File: src/rtl/core/tmc_pkg.sv
// Shared types and fixed widths for the tile mean colour block.
package tmc_pkg;

    localparam int CH    = 4;   // red, green, blue, alpha
    localparam int PIX_W = 8;
    localparam int SUM_W = 19;  // per-channel tile sum, wraps at this width
    localparam int X_W   = 20;  // sum plus rounding half-area
    localparam int IDX_W = 4;   // reported tile row / column width

    typedef logic [CH-1:0][PIX_W-1:0] t_chan;
    typedef logic [CH-1:0][SUM_W-1:0] t_sums;
    typedef logic [CH-1:0][X_W-1:0]   t_xs;

    // Per-pixel position flags from the raster counters
    typedef struct packed {
        logic first;    // first pixel of its tile: sum starts from zero
        logic in_tile;  // pixel lies inside a complete tile
        logic emit;     // bottom-right pixel of a complete tile
    } t_flags;

    // Identity of the tile a result belongs to
    typedef struct packed {
        logic [IDX_W-1:0] tile_row;
        logic [IDX_W-1:0] tile_col;
        logic             last;
    } t_tag;

endpackage

File: src/rtl/core/tile_mean_color.sv
// Top level: tile mean colour of a square RGBA image streamed in raster order.
//
//  channel | direction | handshake         | payload
//  --------+-----------+-------------------+---------------------------------------------
//  pixel   | in        | i_valid / o_stall | i_red, i_green, i_blue, i_alpha
//  tile    | out       | o_valid / i_stall | o_tile_row, o_tile_col, o_mean_*, o_last_tile
//
//  One pixel request is taken every cycle while o_stall is low; the rate is set by
//  the read-modify-write of the tile column sum memory, forwarded from the last write.
//  A tile result passes the sum stage, both mean stage registers and the output register.
//  Synchronous active-low reset clears the counters and stage valids; the sum
//  memory needs no clearing, as every tile's first pixel starts its sum at zero.
//  o_stall rises only while a result is held at the output and the mean pipeline
//  behind it is full.
module tile_mean_color import tmc_pkg::*; #(
    parameter int TILE_SIZE  = 40,
    parameter int IMAGE_SIZE = 400
) (
    input  logic             i_clk,
    input  logic             i_rst_n,
    input  logic             i_valid,
    output logic             o_stall,
    input  logic [PIX_W-1:0] i_red,
    input  logic [PIX_W-1:0] i_green,
    input  logic [PIX_W-1:0] i_blue,
    input  logic [PIX_W-1:0] i_alpha,
    output logic             o_valid,
    input  logic             i_stall,
    output logic [IDX_W-1:0] o_tile_row,
    output logic [IDX_W-1:0] o_tile_col,
    output logic [PIX_W-1:0] o_mean_red,
    output logic [PIX_W-1:0] o_mean_green,
    output logic [PIX_W-1:0] o_mean_blue,
    output logic [PIX_W-1:0] o_mean_alpha,
    output logic             o_last_tile
);

    localparam int TILES = IMAGE_SIZE / TILE_SIZE;
    localparam int MEM_D = (TILES > 0) ? TILES : 1;
    localparam int AW    = (TILES > 1) ? $clog2(TILES) : 1;

    logic          accept, acc_ready;
    t_chan         pix;
    logic [AW-1:0] addr;
    t_flags        flags;
    t_tag          tag;

    logic  res_valid, res_ready;
    t_sums res_sums;
    t_tag  res_tag;

    logic  mean_valid, out_ready;
    t_chan means;
    t_tag  mean_tag;

    logic  r_out_v;
    t_chan r_out_means;
    t_tag  r_out_tag;

    // a request enters whenever the sum stage is empty or moving on
    assign accept  = i_valid && acc_ready;
    assign o_stall = !acc_ready;
    assign pix     = {i_alpha, i_blue, i_green, i_red};

    tmc_raster #(
        .TILE_SIZE  (TILE_SIZE),
        .IMAGE_SIZE (IMAGE_SIZE),
        .AW         (AW)
    ) u_raster (
        .i_clk    (i_clk),
        .i_rst_n  (i_rst_n),
        .i_accept (accept),
        .o_addr   (addr),
        .o_flags  (flags),
        .o_tag    (tag)
    );

    // sums live in memory, one entry per tile column of the current tile row
    tmc_accum #(
        .MEM_D (MEM_D),
        .AW    (AW)
    ) u_accum (
        .i_clk       (i_clk),
        .i_rst_n     (i_rst_n),
        .i_accept    (accept),
        .i_pix       (pix),
        .i_addr      (addr),
        .i_flags     (flags),
        .i_tag       (tag),
        .o_ready     (acc_ready),
        .o_res_valid (res_valid),
        .o_sums      (res_sums),
        .o_tag       (res_tag),
        .i_res_ready (res_ready)
    );

    // (sum + area/2) / area per channel, two stages
    tmc_mean #(
        .TILE_SIZE (TILE_SIZE)
    ) u_mean (
        .i_clk   (i_clk),
        .i_rst_n (i_rst_n),
        .i_valid (res_valid),
        .i_sums  (res_sums),
        .i_tag   (res_tag),
        .o_ready (res_ready),
        .o_valid (mean_valid),
        .o_means (means),
        .o_tag   (mean_tag),
        .i_ready (out_ready)
    );

    // output register: holds a result while the consumer stalls
    assign out_ready = !r_out_v || !i_stall;

    always_ff @(posedge i_clk) begin
        if (out_ready && mean_valid) begin
            r_out_means <= means;
            r_out_tag   <= mean_tag;
        end
    end

    always_ff @(posedge i_clk) begin
        if (!i_rst_n) begin
            r_out_v <= 1'b0;
        end else if (out_ready) begin
            r_out_v <= mean_valid;
        end
    end

    assign o_valid      = r_out_v;
    assign o_tile_row   = r_out_tag.tile_row;
    assign o_tile_col   = r_out_tag.tile_col;
    assign o_mean_red   = r_out_means[0];
    assign o_mean_green = r_out_means[1];
    assign o_mean_blue  = r_out_means[2];
    assign o_mean_alpha = r_out_means[3];
    assign o_last_tile  = r_out_tag.last;

endmodule

File: src/rtl/core/tmc_raster.sv
// Raster position counters: tile column address, position flags and tile tag.
module tmc_raster import tmc_pkg::*; #(
    parameter int TILE_SIZE  = 40,
    parameter int IMAGE_SIZE = 400,
    parameter int AW         = 4
) (
    input  logic          i_clk,
    input  logic          i_rst_n,
    input  logic          i_accept,
    output logic [AW-1:0] o_addr,
    output t_flags        o_flags,
    output t_tag          o_tag
);

    localparam int TILES = IMAGE_SIZE / TILE_SIZE;
    localparam int CW    = (IMAGE_SIZE > 1) ? $clog2(IMAGE_SIZE) : 1;
    localparam int TW    = (TILE_SIZE > 1) ? $clog2(TILE_SIZE) : 1;
    localparam int TCW   = (TILES > 0) ? $clog2(TILES + 1) : 1;

    logic [CW-1:0]  r_col, n_col, r_row, n_row;
    logic [TW-1:0]  r_pcol, n_pcol, r_prow, n_prow;
    logic [TCW-1:0] r_tcol, n_tcol, r_trow, n_trow;
    logic           col_end, row_end, pcol_end, prow_end, in_tile;

    assign col_end  = (r_col == CW'(IMAGE_SIZE - 1));
    assign row_end  = (r_row == CW'(IMAGE_SIZE - 1));
    assign pcol_end = (r_pcol == TW'(TILE_SIZE - 1));
    assign prow_end = (r_prow == TW'(TILE_SIZE - 1));

    always_comb begin
        n_col  = r_col;
        n_row  = r_row;
        n_pcol = r_pcol;
        n_prow = r_prow;
        n_tcol = r_tcol;
        n_trow = r_trow;
        if (i_accept) begin
            if (col_end) begin
                n_col  = '0;
                n_pcol = '0;
                n_tcol = '0;
                if (row_end) begin
                    n_row  = '0;
                    n_prow = '0;
                    n_trow = '0;
                end else begin
                    n_row = r_row + CW'(1);
                    if (prow_end) begin
                        n_prow = '0;
                        n_trow = r_trow + TCW'(1);
                    end else begin
                        n_prow = r_prow + TW'(1);
                    end
                end
            end else begin
                n_col = r_col + CW'(1);
                if (pcol_end) begin
                    n_pcol = '0;
                    n_tcol = r_tcol + TCW'(1);
                end else begin
                    n_pcol = r_pcol + TW'(1);
                end
            end
        end
    end

    always_ff @(posedge i_clk) begin
        if (!i_rst_n) begin
            r_col  <= '0;
            r_row  <= '0;
            r_pcol <= '0;
            r_prow <= '0;
            r_tcol <= '0;
            r_trow <= '0;
        end else begin
            r_col  <= n_col;
            r_row  <= n_row;
            r_pcol <= n_pcol;
            r_prow <= n_prow;
            r_tcol <= n_tcol;
            r_trow <= n_trow;
        end
    end

    // pixels right of or below the last complete tile are ignored
    assign in_tile = (r_tcol < TCW'(TILES)) && (r_trow < TCW'(TILES));

    assign o_addr          = AW'(r_tcol);
    assign o_flags.first   = (r_pcol == '0) && (r_prow == '0);
    assign o_flags.in_tile = in_tile;
    assign o_flags.emit    = in_tile && pcol_end && prow_end;
    assign o_tag.tile_row  = IDX_W'(r_trow);
    assign o_tag.tile_col  = IDX_W'(r_tcol);
    assign o_tag.last      = (r_trow == TCW'(TILES - 1)) && (r_tcol == TCW'(TILES - 1));

endmodule

File: src/rtl/core/tmc_accum.sv
// Tile column sum memory with read-modify-write stage and write forwarding.
module tmc_accum import tmc_pkg::*; #(
    parameter int MEM_D = 10,
    parameter int AW    = 4
) (
    input  logic          i_clk,
    input  logic          i_rst_n,
    input  logic          i_accept,
    input  t_chan         i_pix,
    input  logic [AW-1:0] i_addr,
    input  t_flags        i_flags,
    input  t_tag          i_tag,
    output logic          o_ready,
    output logic          o_res_valid,
    output t_sums         o_sums,
    output t_tag          o_tag,
    input  logic          i_res_ready
);

    t_sums         mem [MEM_D];
    t_sums         r_rdata;
    logic          r_s1_v;
    t_chan         r_pix;
    logic [AW-1:0] r_addr;
    t_flags        r_flags;
    t_tag          r_tag;
    logic          r_last_v;
    logic [AW-1:0] r_last_addr;
    t_sums         r_last_sums;

    t_sums base, sum_new;
    logic  s1_adv, wr;

    assign s1_adv  = r_s1_v && (!r_flags.emit || i_res_ready);
    assign o_ready = !r_s1_v || s1_adv;
    assign wr      = s1_adv && r_flags.in_tile;

    // newest value: zero on a tile's first pixel, else last write if it hit
    // this entry (it may have landed on the same edge as the read)
    always_comb begin
        if (r_flags.first) begin
            base = '0;
        end else if (r_last_v && (r_last_addr == r_addr)) begin
            base = r_last_sums;
        end else begin
            base = r_rdata;
        end
        for (int k = 0; k < CH; k++) begin
            sum_new[k] = base[k] + SUM_W'(r_pix[k]);
        end
    end

    always_ff @(posedge i_clk) begin
        if (wr) begin
            mem[r_addr] <= sum_new;
        end
        if (i_accept) begin
            r_rdata <= mem[i_addr];
        end
    end

    always_ff @(posedge i_clk) begin
        if (i_accept) begin
            r_pix   <= i_pix;
            r_addr  <= i_addr;
            r_flags <= i_flags;
            r_tag   <= i_tag;
        end
        if (wr) begin
            r_last_addr <= r_addr;
            r_last_sums <= sum_new;
        end
    end

    always_ff @(posedge i_clk) begin
        if (!i_rst_n) begin
            r_s1_v   <= 1'b0;
            r_last_v <= 1'b0;
        end else begin
            if (o_ready) begin
                r_s1_v <= i_accept;
            end
            if (wr) begin
                r_last_v <= 1'b1;
            end
        end
    end

    assign o_res_valid = r_s1_v && r_flags.emit;
    assign o_sums      = sum_new;
    assign o_tag       = r_tag;

endmodule

File: src/rtl/core/tmc_mean.sv
// Rounded mean by constant tile area: reciprocal multiply then one correction.
module tmc_mean import tmc_pkg::*; #(
    parameter int TILE_SIZE = 40
) (
    input  logic  i_clk,
    input  logic  i_rst_n,
    input  logic  i_valid,
    input  t_sums i_sums,
    input  t_tag  i_tag,
    output logic  o_ready,
    output logic  o_valid,
    output t_chan o_means,
    output t_tag  o_tag,
    input  logic  i_ready
);

    localparam int AREA   = TILE_SIZE * TILE_SIZE;
    localparam int HALF   = AREA / 2;
    localparam int AREA_W = $clog2(AREA + 1);
    localparam int K      = X_W + ((AREA > 1) ? $clog2(AREA) : 0);
    localparam int M_W    = X_W + 1;
    localparam int P_W    = X_W + M_W;
    localparam int R_W    = X_W + AREA_W;
    // floor(2^K / AREA): quotient estimate is exact or one low
    localparam logic [M_W-1:0] RECIP = M_W'((64'd1 << K) / 64'(AREA));

    logic r_s2_v, r_s3_v, s2_ready, s3_ready;
    t_xs  r_s2_x, r_s3_x, r_s3_q;
    t_tag r_s2_tag, r_s3_tag;

    logic [CH-1:0][P_W-1:0] prod;
    t_xs                    q0;
    logic [CH-1:0][R_W-1:0] qa, rem;
    t_xs                    q;

    assign s3_ready = !r_s3_v || i_ready;
    assign s2_ready = !r_s2_v || s3_ready;
    assign o_ready  = s2_ready;

    always_comb begin
        for (int k = 0; k < CH; k++) begin
            prod[k] = P_W'(r_s2_x[k]) * P_W'(RECIP);
            q0[k]   = X_W'(prod[k] >> K);
            qa[k]   = R_W'(r_s3_q[k]) * R_W'(AREA);
            rem[k]  = R_W'(r_s3_x[k]) - qa[k];
            q[k]    = (rem[k] >= R_W'(AREA)) ? r_s3_q[k] + X_W'(1) : r_s3_q[k];
            o_means[k] = q[k][PIX_W-1:0];
        end
    end

    always_ff @(posedge i_clk) begin
        if (s2_ready && i_valid) begin
            for (int k = 0; k < CH; k++) begin
                r_s2_x[k] <= X_W'(i_sums[k]) + X_W'(HALF);
            end
            r_s2_tag <= i_tag;
        end
        if (s3_ready && r_s2_v) begin
            r_s3_q   <= q0;
            r_s3_x   <= r_s2_x;
            r_s3_tag <= r_s2_tag;
        end
    end

    always_ff @(posedge i_clk) begin
        if (!i_rst_n) begin
            r_s2_v <= 1'b0;
            r_s3_v <= 1'b0;
        end else begin
            if (s2_ready) begin
                r_s2_v <= i_valid;
            end
            if (s3_ready) begin
                r_s3_v <= r_s2_v;
            end
        end
    end

    assign o_valid = r_s3_v;
    assign o_tag   = r_s3_tag;

endmodule

File: config.mk
export PLATFORM = sky130hd
export DESIGN_NAME = tile_mean_color
export DESIGN_NICKNAME = d
export VERILOG_FILES = /design/src/rtl/core/tmc_pkg.sv /design/src/rtl/core/tile_mean_color.sv /design/src/rtl/core/tmc_raster.sv /design/src/rtl/core/tmc_accum.sv /design/src/rtl/core/tmc_mean.sv
export SDC_FILE = /design/constraint.sdc
export NUM_CORES = 2
export LEC_CHECK = 0
export BUFFER_PORTS_ARGS = -buffer_cell sky130_fd_sc_hd__buf_2
export CELL_PAD_IN_SITES_DETAIL_PLACEMENT = 1
export CELL_PAD_IN_SITES_GLOBAL_PLACEMENT = 2
export CORE_ASPECT_RATIO = 1.5
export CORE_MARGIN = 2
export CORE_UTILIZATION = 42
export CTS_CLUSTER_SIZE = 14
export DETAILED_ROUTE_END_ITERATION = 7
export PLACE_DENSITY = 0.74
export RECOVER_POWER = 100
export SYNTH_ARGS = -nofsm -noshare
export SYNTH_HDL_FRONTEND = slang
export SYNTH_SLANG_ARGS = --single-unit
export TNS_END_PERCENT = 1
File: constraint.sdc
create_clock -name i_clk -period 10.2 [get_ports i_clk]
set_input_delay 1.02 -clock i_clk [delete_from_list [all_inputs] [get_ports i_clk]]
set_output_delay 1.02 -clock i_clk [all_outputs]
set_load 0.01 [all_outputs]
==> results.toml <==
[detailed_routing]
drc = 0
wl_per_cell_um = 22.8
finalWirelength_um = 202000
firstDrtPassIters = 5
viasPerCell = 5.39
ant_nets = 0
drt-initial-drc-count = 2029
vias = 47700

[cts]
postCtsSetupBuffers = 0
clk_pin_slew_ns = 0.07
hold_buffers = 0
cts_tree = "yes"
cts.sinks = 1238
postCtsResizedCells = 0
clk_latency_ns = 0.78
cts_root_buf = "clkbuf_16"
cts_made_buffers = 119
htree_levels = 3
clk_path_buf_depth = 3

[timing]
setup_tns_ns = 0
fin_ws_ns = 1.90
whs_ns = 0.417
rsz0062_at_grt = "no"
maxSlewViolCount = 1429
clock.fmax_ghz = 0.121
fin_crit_ns = 8.30
fin_crit_sh_pct = 81.3
worst_pin_slew_ns = 4.45
final_hold_viol_count = 0
setup_viol = 0
max-slew-margin-rel_pct = -197
skew_ns = 0.0761

[grt]
grt_pass1_wl_um = 316000
grt_pass1_vias = 54500
antenna_found_initial = 8
gr-total-overflow = 0
grt_max_degree = 93
grt_usage_pct = 20.9

[place]
place_congestion = 0.870
portBuffers = 78
dpl.hpwl_um = 147000
pre_cts_slack_ns = 2.94
dpl.cell_count = 8632

[pwr]
p_per_area_nw_per_um2 = 182
peakVddDrop_mv = 0.156
clkPwrFrac_pct = 28.1
leakage_nw = 36.4
p_sw_share_pct = 33.5
power.switching_mw = 5.39
pwr-share-comb_pct = 35.4
total_power_mw = 16.1
p_seq_share_pct = 36.5
intPower_mw = 10.7

[yosys]
synthAdderAreaFrac_pct = 29.1
async_flop_share_pct = 0
synth_top_family_by_area = "adder cells"
synth-simple-area-share_pct = 5.66
synthCells = 6122
synth_edf_count = 1195
synth_area_per_cell_um2 = 13.3
syn_nets = 7718
synth.area.mux_share_pct = 5.57
synth_xor_xnor_area_share_pct = 2.72
synth_compound_area_share_pct = 6.55
syn-cell-area_um2 = 81400
ys_seq_elements = 1238
ys_seq_area_share_pct = 45.1
synth_warnings = 0
ys.flop_type = "edfxtp_1"
synth_cell_type_count = 99

[final_layout]
final_layout_size_suffix_gt1_share_pct = 6.65
final_cells = 8848
num-nets-final = 7862
syn_to_final_growth_pct = 8.83

[floorplan]
core.rowCount = 197
initial_core_util_pct = 42.3
die_w_um = 363
dieHeight_um = 543
coreArea_um2 = 192000
die-area_um2 = 197000
ioPinCount = 79

[critical_path]
crit_path_max_fanout = 43
crit_type = "in -> reg"
worst_ep_arrival_time_ns = 8.53
critical_path_required_ns = 10.43
worstSetupEndpointType = "register"
crit_path_start_kind = "input port"

[run]
cap_violations = 36

[outcome]
status = "finished, violations left"
failed_checks = "capacitance limit, slew limit"

[min_path]
hold_path.class = "reg -> reg"
[cell usage in the layout, fill, tap and decap left out, types with 115 or more instances in the layout]
| cell type | count |
|---|---|
| nor2_1 | 139 |
| clkbuf_16 | 119 |
| edfxtp_1 | 1195 |
| nand2_1 | 237 |
| fa_1 | 560 |
| a21oi_1 | 274 |
| xnor2_1 | 146 |
| nor2b_1 | 115 |
| ha_1 | 1000 |
| clkbuf_1 | 126 |
| o21ai_0 | 125 |
| inv_1 | 984 |
| mux4_2 | 152 |
[cell type report]
| cell class | instances | area, um2 |
|---|---|---|
| fillers | 19700 | 104000 |
| multi-input cells | 3775 | 40400 |
| flip-flops and latches | 1238 | 36700 |
| inverters | 986 | 3700 |
| well taps | 2487 | 3110 |
| clock buffers | 141 | 3110 |
| clock inverters | 74 | 857 |
| repair buffers | 146 | 677 |
| diodes | 1 | 2.50 |
[routing by layer]
layer	track usage, %	part of all wire, %
met1	24.4	40
met2	40.2	55
met3	1.96	2.7
met4	5.64	2.5
met5	0	0.013
[path summary, 6_finish.rpt]
kind | cells past startpoint | slack (ns) | end | from
worst max-delay path | 9 | 1.90 | u_accum.mem[6][46] | i_stall
worst min-delay path | 0 | 0.42 | u_mean.o_tag[1] | u_mean.r_s2_tag[1]
worst max register to register | 8 | 1.92 | u_accum.mem[6][46] | o_valid
worst min register to register | 0 | 0.42 | u_mean.o_tag[1] | u_mean.r_s2_tag[1]
[cells in the mapped netlist, types with 115 or more instances]
cell type | number | area [um2]
nor2_1 | 141 | 529
fa_1 | 560 | 11200
mux4_2 | 152 | 3420
nand2_1 | 238 | 893
edfxtp_1 | 1195 | 35900
a21oi_1 | 272 | 1360
inv_1 | 985 | 3700
xnor2_1 | 146 | 1280
nor2b_1 | 115 | 719
ha_1 | 1000 | 12500
o21ai_0 | 122 | 611
[power by group through the flow]
| stage | logic, mW | registers [mW] | clock network (mW) |
|---|---|---|---|
| floorplan | 4.15 | 5.95 | 0 |
| global placement | 5.68 | 5.97 | 0 |
| detailed placement | 5.80 | 5.98 | 0 |
| CTS | 5.87 | 5.87 | 4.66 |
| global route | 6.61 | 5.88 | 4.81 |
| finish | 5.70 | 5.88 | 4.53 |
[sequential cells by signal (all words and copies together) (netlist names), 9 cells and up]
name,flops
u_accum.mem,760
u_mean.r_s2_x,80
u_accum.r_last_sums,76
u_accum.r_rdata,76
u_mean.r_s3_x,56
u_mean.r_s3_q,40
u_accum.r_pix,32
u_mean.o_tag,9
u_mean.r_s2_tag,9
u_raster.r_col,9
u_raster.r_row,9
[kinds of logic (layout without fill, tap and decap cells)]
group                    Yosys count  count (layout)
AND/OR/NAND/NOR                  878             878
buffers and inverters           1109            1347
XOR/XNOR                         252             252
AO/OA/AOI/OAI                    823             823
adder cells (fa/ha/maj)         1560            1560
flip-flops                      1238            1238
multiplexers                     262             262
other                              0               1
[worst max-delay path, cell delays in order]
cell and delay, ns:
buf_2 0.12, and4_1 0.23, nand2_1 0.07, nand3_1 0.20, clkinvlp_2 1.09, nand3b_1 0.51, nor3b_1 0.36, clkbuf_1 2.07
clkbuf_1 2.71
[stage by stage]
| step | utilization, % | area, um2 |
|---|---|---|
| 2_1_floorplan | - | 81400 |
| 4_1_cts | 46.3 | 89000 |
| 5_1_grt | 46.1 | 88600 |
| 3_5_place_dp | 44.2 | 85000 |
| 3_3_place_gp | 44.2 | 85000 |
| 6_report | 46.1 | 88600 |
No activity file was read; power rests on OpenSTA's default activity.
